### src/rtl/sdrb_pkg.sv
// shared types, widths and codes for the standard deviation backward block
// used by sdrb_div and std_dev_reduce_backward
package sdrb_pkg;

    localparam int DATA_WIDTH     = 32;
    localparam int FRAC_BITS      = 16;
    localparam int DIV_W          = 64;
    localparam int SUM_W          = 48;
    localparam int ROOT_STEPS     = 48;
    localparam int RAD_W          = 2 * ROOT_STEPS;
    localparam int OUTER_W        = 9;
    localparam int AXIS_W         = 11;
    localparam int INNER_W        = 9;
    localparam int DDOF_W         = 10;
    localparam int GRP_W          = OUTER_W + INNER_W;
    localparam int TOT_W          = GRP_W + AXIS_W;
    localparam int CFG_IDX_W      = 3;
    localparam int CFG_DATA_W     = 16;
    localparam int DEF_MAX_ELEMS  = 1024;
    localparam int DEF_MAX_GROUPS = 256;

    localparam logic [DIV_W-1:0] SAT_POS = (DIV_W'(1) << (DATA_WIDTH - 1)) - DIV_W'(1);
    localparam logic [DIV_W-1:0] SAT_NEG = DIV_W'(1) << (DATA_WIDTH - 1);

    // request codes
    localparam logic [1:0] REQ_ELEM  = 2'd0;
    localparam logic [1:0] REQ_GRAD  = 2'd1;
    localparam logic [1:0] REQ_FETCH = 2'd2;

    // status codes
    localparam logic [1:0] ST_OK        = 2'd0;
    localparam logic [1:0] ST_ZERO_DEN  = 2'd1;
    localparam logic [1:0] ST_NOT_READY = 2'd2;

    // register indexes
    localparam logic [CFG_IDX_W-1:0] CFG_OUTER = 3'd0;
    localparam logic [CFG_IDX_W-1:0] CFG_AXIS  = 3'd1;
    localparam logic [CFG_IDX_W-1:0] CFG_INNER = 3'd2;
    localparam logic [CFG_IDX_W-1:0] CFG_DDOF  = 3'd3;

    typedef enum logic [1:0] {
        PH_ELEMS,
        PH_GRADS,
        PH_READY
    } t_phase;

    typedef enum logic [4:0] {
        S_CFG,
        S_IDLE,
        S_SUM_RD,
        S_SUM_WR,
        S_MEAN_RD,
        S_MEAN_ST,
        S_MEAN_DIV,
        S_MEAN_WR,
        S_VAR_RD,
        S_VAR_D,
        S_VAR_MUL,
        S_VAR_WR,
        S_ROOT_RD,
        S_ROOT_ST,
        S_ROOT_DIV,
        S_ROOT_SQ,
        S_ROOT_MUL,
        S_ROOT_WR,
        S_OUT_RD,
        S_OUT_D,
        S_OUT_MUL,
        S_OUT_ST,
        S_OUT_DIV,
        S_OUT_FIN
    } t_state;

    typedef struct packed {
        logic             start;
        logic [DIV_W-1:0] dividend;
        logic [DIV_W-1:0] divisor;
    } t_div_req;

    typedef struct packed {
        logic             busy;
        logic             done;
        logic [DIV_W-1:0] quot;
    } t_div_rsp;

endpackage

### src/rtl/sdrb_div.sv
// iterative unsigned restoring divider, one quotient bit per cycle
// depends on sdrb_pkg for the request and response structs
module sdrb_div (
    input  logic              i_clk,
    input  logic              i_rst_n,
    input  sdrb_pkg::t_div_req i_req,
    output sdrb_pkg::t_div_rsp o_rsp
);
    import sdrb_pkg::*;

    localparam int CNT_W = $clog2(DIV_W + 1);

    logic             r_busy;
    logic             r_done;
    logic [CNT_W-1:0] r_cnt;
    logic [DIV_W-1:0] r_quot;
    logic [DIV_W:0]   r_rem;
    logic [DIV_W-1:0] r_den;
    logic [DIV_W:0]   w_sh;
    logic             w_ge;

    assign w_sh = {r_rem[DIV_W-1:0], r_quot[DIV_W-1]};
    assign w_ge = w_sh >= {1'b0, r_den};

    always_ff @(posedge i_clk) begin
        if (!i_rst_n) begin
            r_busy <= 1'b0;
            r_done <= 1'b0;
            r_cnt  <= '0;
        end else begin
            r_done <= 1'b0;
            if (i_req.start) begin
                r_busy <= 1'b1;
                r_cnt  <= CNT_W'(DIV_W);
            end else if (r_busy) begin
                r_cnt <= r_cnt - CNT_W'(1);
                if (r_cnt == CNT_W'(1)) begin
                    r_busy <= 1'b0;
                    r_done <= 1'b1;
                end
            end
        end
    end

    always_ff @(posedge i_clk) begin
        if (i_req.start) begin
            r_quot <= i_req.dividend;
            r_rem  <= '0;
            r_den  <= i_req.divisor;
        end else if (r_busy) begin
            r_rem  <= w_ge ? (w_sh - {1'b0, r_den}) : w_sh;
            r_quot <= {r_quot[DIV_W-2:0], w_ge};
        end
    end

    assign o_rsp.busy = r_busy;
    assign o_rsp.done = r_done;
    assign o_rsp.quot = r_quot;

endmodule
### config.mk
export PLATFORM = sky130hd
export DESIGN_NAME = sdrb_div
export DESIGN_NICKNAME = d
export VERILOG_FILES = /design/src/rtl/sdrb_pkg.sv /design/src/rtl/sdrb_div.sv
export SDC_FILE = /design/constraint.sdc
export NUM_CORES = 1
export LEC_CHECK = 0
export ABC_AREA = 1
export BUFFER_PORTS_ARGS = -buffer_cell sky130_fd_sc_hd__buf_2
export CAP_MARGIN = 20
export CORE_MARGIN = 2
export CORE_UTILIZATION = 35
export CTS_BUF_LIST = sky130_fd_sc_hd__clkbuf_16
export DETAILED_ROUTE_END_ITERATION = 16
export GPL_TIMING_DRIVEN = 0
export PLACE_DENSITY = 0.56
export RECOVER_POWER = 25
export SLEW_MARGIN = 5
export SYNTH_ARGS = -nofsm -noshare
export SYNTH_HDL_FRONTEND = slang
export SYNTH_SLANG_ARGS = --single-unit
### constraint.sdc
create_clock -name i_clk -period 7.4 [get_ports i_clk]
set_input_delay 1.48 -clock i_clk [delete_from_list [all_inputs] [get_ports i_clk]]
set_output_delay 1.48 -clock i_clk [all_outputs]
set_load 0.05 [all_outputs]
==> reports/summary.txt <==
outcome - finished, violations left
violated checks - capacitance limit, slew limit
max-slew violations - 35
vias in the first global route - 13,900
via count - 14,100
leakage power - 0.00934 uW
reg2reg path depth - 14
endpoints failing setup - 0
Die Wd - 207 microns
critical path arrival - 4.75 ns
Slew @ Worst Pin - 2.01 ns
sequential share of power - 0.428
CTS Buffer Depth - 3
Clock transition at path regs - 0.06 ns
pin count of the biggest net entering global routing - 64
flop2flop setup slack - 4.38 ns
hold_buf cts - 0
Warnings, synthesis - 0
startpoint types - primary input
Cell Rows - 74
cell mode on critical path - clkbuf_1
RD Place Congestion - 0.981
HP Start - r_rem[38]
GRT Util Overall - 0.230
Synthesized Nets - 2,405
first-pass GRT wire length - 77,300 microns
DR WL/cell - 16.8 microns
Sw Pwr - 907 uW
PortBufs - 196
post-DP HPWL - 41,300 microns
Max H-tree Level - 1
Starting Density - 0.355
Int Pwr - 2150 uW
drt initial violations - 861
worst min-delay path category - register to register
top-area cell type share of the netlist area - 0.265
Num Clock Sinks - 201
CTS Buf Count - 25
Post-synth top cells - nand2_1, inv_1, nand3_1, edfxtp_1, nor2_1
Antenna Nets Post-Route - 0
GR Overflow Total - 0
Most Crowded Layer GR - met2
Root Buffer - clkbuf_16
TritonCTS clock tree - done
dominant cell type by area after synthesis - edfxtp_1
GR Util met3 - 0.0487
nets - 2,631
Clock power frac - 0.409
Mapped Cells - 2,207
min Tclk post-route - 4.54 ns
Worst Path Max Fanout - 63
cells along the critical path - clkbuf_1 > buf_12 > nor2_1 > inv_1 > clkbuf_1 > clkbuf_4 > buf_16
Layout fillers - 4,433
hold endpoint - r_rem[38]
synthesized area - 14,500 sq um
Global Route met1 Usage - 0.301
Post-synth EDFFs - 128
RR Endpoint - r_rem[50]
WL final - 50,000 microns
Top FF cell, synth - edfxtp_1
post-route setup TNS - 0 ns
Max Cap Viol - 1
async set or reset register ratio after synthesis - 0
DR vias/cell - 4.72
First-pass DRT Iterations - 6
setup bufs post-CTS - 0
Required @ worst endpoint - 7.61 ns
worst vdd ir - 0.169 mV
Synth area leaders - edfxtp_1, nand2_1, inv_1
met2 Usage GRT - 0.378
skew final - 0.0262 ns
Hold Path Depth - 2
Placed Cells - 2,938
crit path max-delay cell type - clkbuf_1
Gate power share - 0.163
sw frac - 0.296
worst skew pair latency - 0.56 ns
post-cts sizing count - 0
synthesis-to-layout area growth - 17.5%
Yosys cell types - 42
RSZ-0062 raised after global routing - false
antenna cells - 0
fin crit share - 0.614
most frequent cell after synthesis - nand2_1
Die Area - 43,000 sq um
register bit count reported by yosys - 201
slew margin rel. - -0.337
Mean Syn Cell Area - 6.56 sq um
non-filler cells, final - 2,981
Placeable Area - 40,800 sq um
antenna violations before repair - 2
DR DRC count - 0
Seq/Total Area, Yosys - 0.366
endpoints failing hold - 0
# IOs - 197
reg2reg start - r_den[50]
CP peak stage delay - 1.40 ns
critical path type - primary input to register
PwrDens - 180 nW/um^2
height of the die - 207 microns
CP Capture Type - register
f_max - 220 MHz
fraction of layout cells with a size suffix above 1 - 0.134
-- layout make-up --
| type | count | area [sq um] | area share |
|---|---|---|---|
| clock inverters | 17 | 179 | 0.0105 |
| clock buffers | 26 | 651 | 0.0382 |
| repair buffers | 199 | 1040 | 0.0611 |
| inverters | 448 | 1680 | 0.0987 |
| plain buffers | 49 | 308 | 0.0181 |
| well taps | 532 | 666 | 0.0391 |
| multi-input cells | 1509 | 7200 | 0.423 |
| flip-flops and latches | 201 | 5310 | 0.312 |
-- worst max-delay path: cells and delay by family --
family	cells	cell delay, ns
buf+inv	6	3.08
simple gates	1	0.09
-- worst max-delay path by stage --
stage               startpoint          to  slack, ns  cells after the start
global placement    i_req[128]  r_quot[32]       0.29                      5
floorplan           i_req[128]   r_quot[0]       3.11                      4
global route        i_req[128]  r_quot[28]       2.51                      7
CTS                 i_req[128]  r_quot[30]       3.91                      7
detailed placement  i_req[128]  r_quot[36]       3.32                      7
finish              i_req[128]  r_quot[23]       2.86                      7
-- cell families after synthesis --
family | synth area share
XOR/XNOR | 0.0206
adder cells (fa/ha/maj) | 0.0584
AND/OR/NAND/NOR | 0.373
flip-flops | 0.366
buffers and inverters | 0.137
AO/OA/AOI/OAI | 0.0448
-- per-stage QoR --
step | hold slack (ns) | power [uW] | instance area (sq um) | worst slack [ns] | utilization
2_1_floorplan | 0.442 | 1660 | 14500 | 3.11 | -
3_3_place_gp | 0.458 | 1830 | 16100 | 0.290 | 0.395
3_5_place_dp | 0.458 | 1830 | 16200 | 3.32 | 0.397
4_1_cts | 0.471 | 3110 | 17000 | 3.91 | 0.417
5_1_grt | 0.483 | 3200 | 17000 | 2.51 | 0.417
6_report | 0.468 | 3060 | 17000 | 2.86 | 0.417
-- power by group through the flow --
stage                     sequential (uW)  combinational [uW]  clock, uW
after floorplan                      1460                 203          0
after global placement               1330                 495          0
after detailed placement             1330                 502          0
after CTS                            1310                 503       1300
after global routing                 1320                 546       1340
final                                1310                 498       1250
-- cell usage in the layout, fill, tap and decap left out, types with 5 or more instances in the layout --
| cell type | instances |
|---|---|
| a21oi_1 | 56 |
| o21bai_1 | 9 |
| edfxtp_1 | 128 |
| clkbuf_16 | 26 |
| buf_6 | 11 |
| nand2_1 | 904 |
| clkbuf_1 | 24 |
| nand3_1 | 163 |
| nor2_2 | 21 |
| nand4_1 | 20 |
| nand2_2 | 17 |
| nand3b_1 | 26 |
| buf_2 | 202 |
| ha_1 | 66 |
| nor2_1 | 102 |
| nor2_4 | 5 |
| o21ai_1 | 22 |
| inv_2 | 14 |
| nor3_1 | 16 |
| xnor2_1 | 32 |
| dfxtp_1 | 73 |
| clkinv_2 | 6 |
| o21ai_0 | 24 |
| inv_1 | 434 |
-- flip-flops by register name, summed over array words and instances, names as in the netlist --
register,count
r_quot,64
r_den,64
r_busy,1
r_cnt,7
r_rem,64
r_done,1
-- routing by layer --
metal  vias to the layer above  routed length (microns)
met1                      6352                    22600
met2                       409                    22200
li1                       7218                        -
met5                         -                       13
met4                         2                     1790
met3                        79                     3400
No activity file was read; power rests on OpenSTA's default activity.
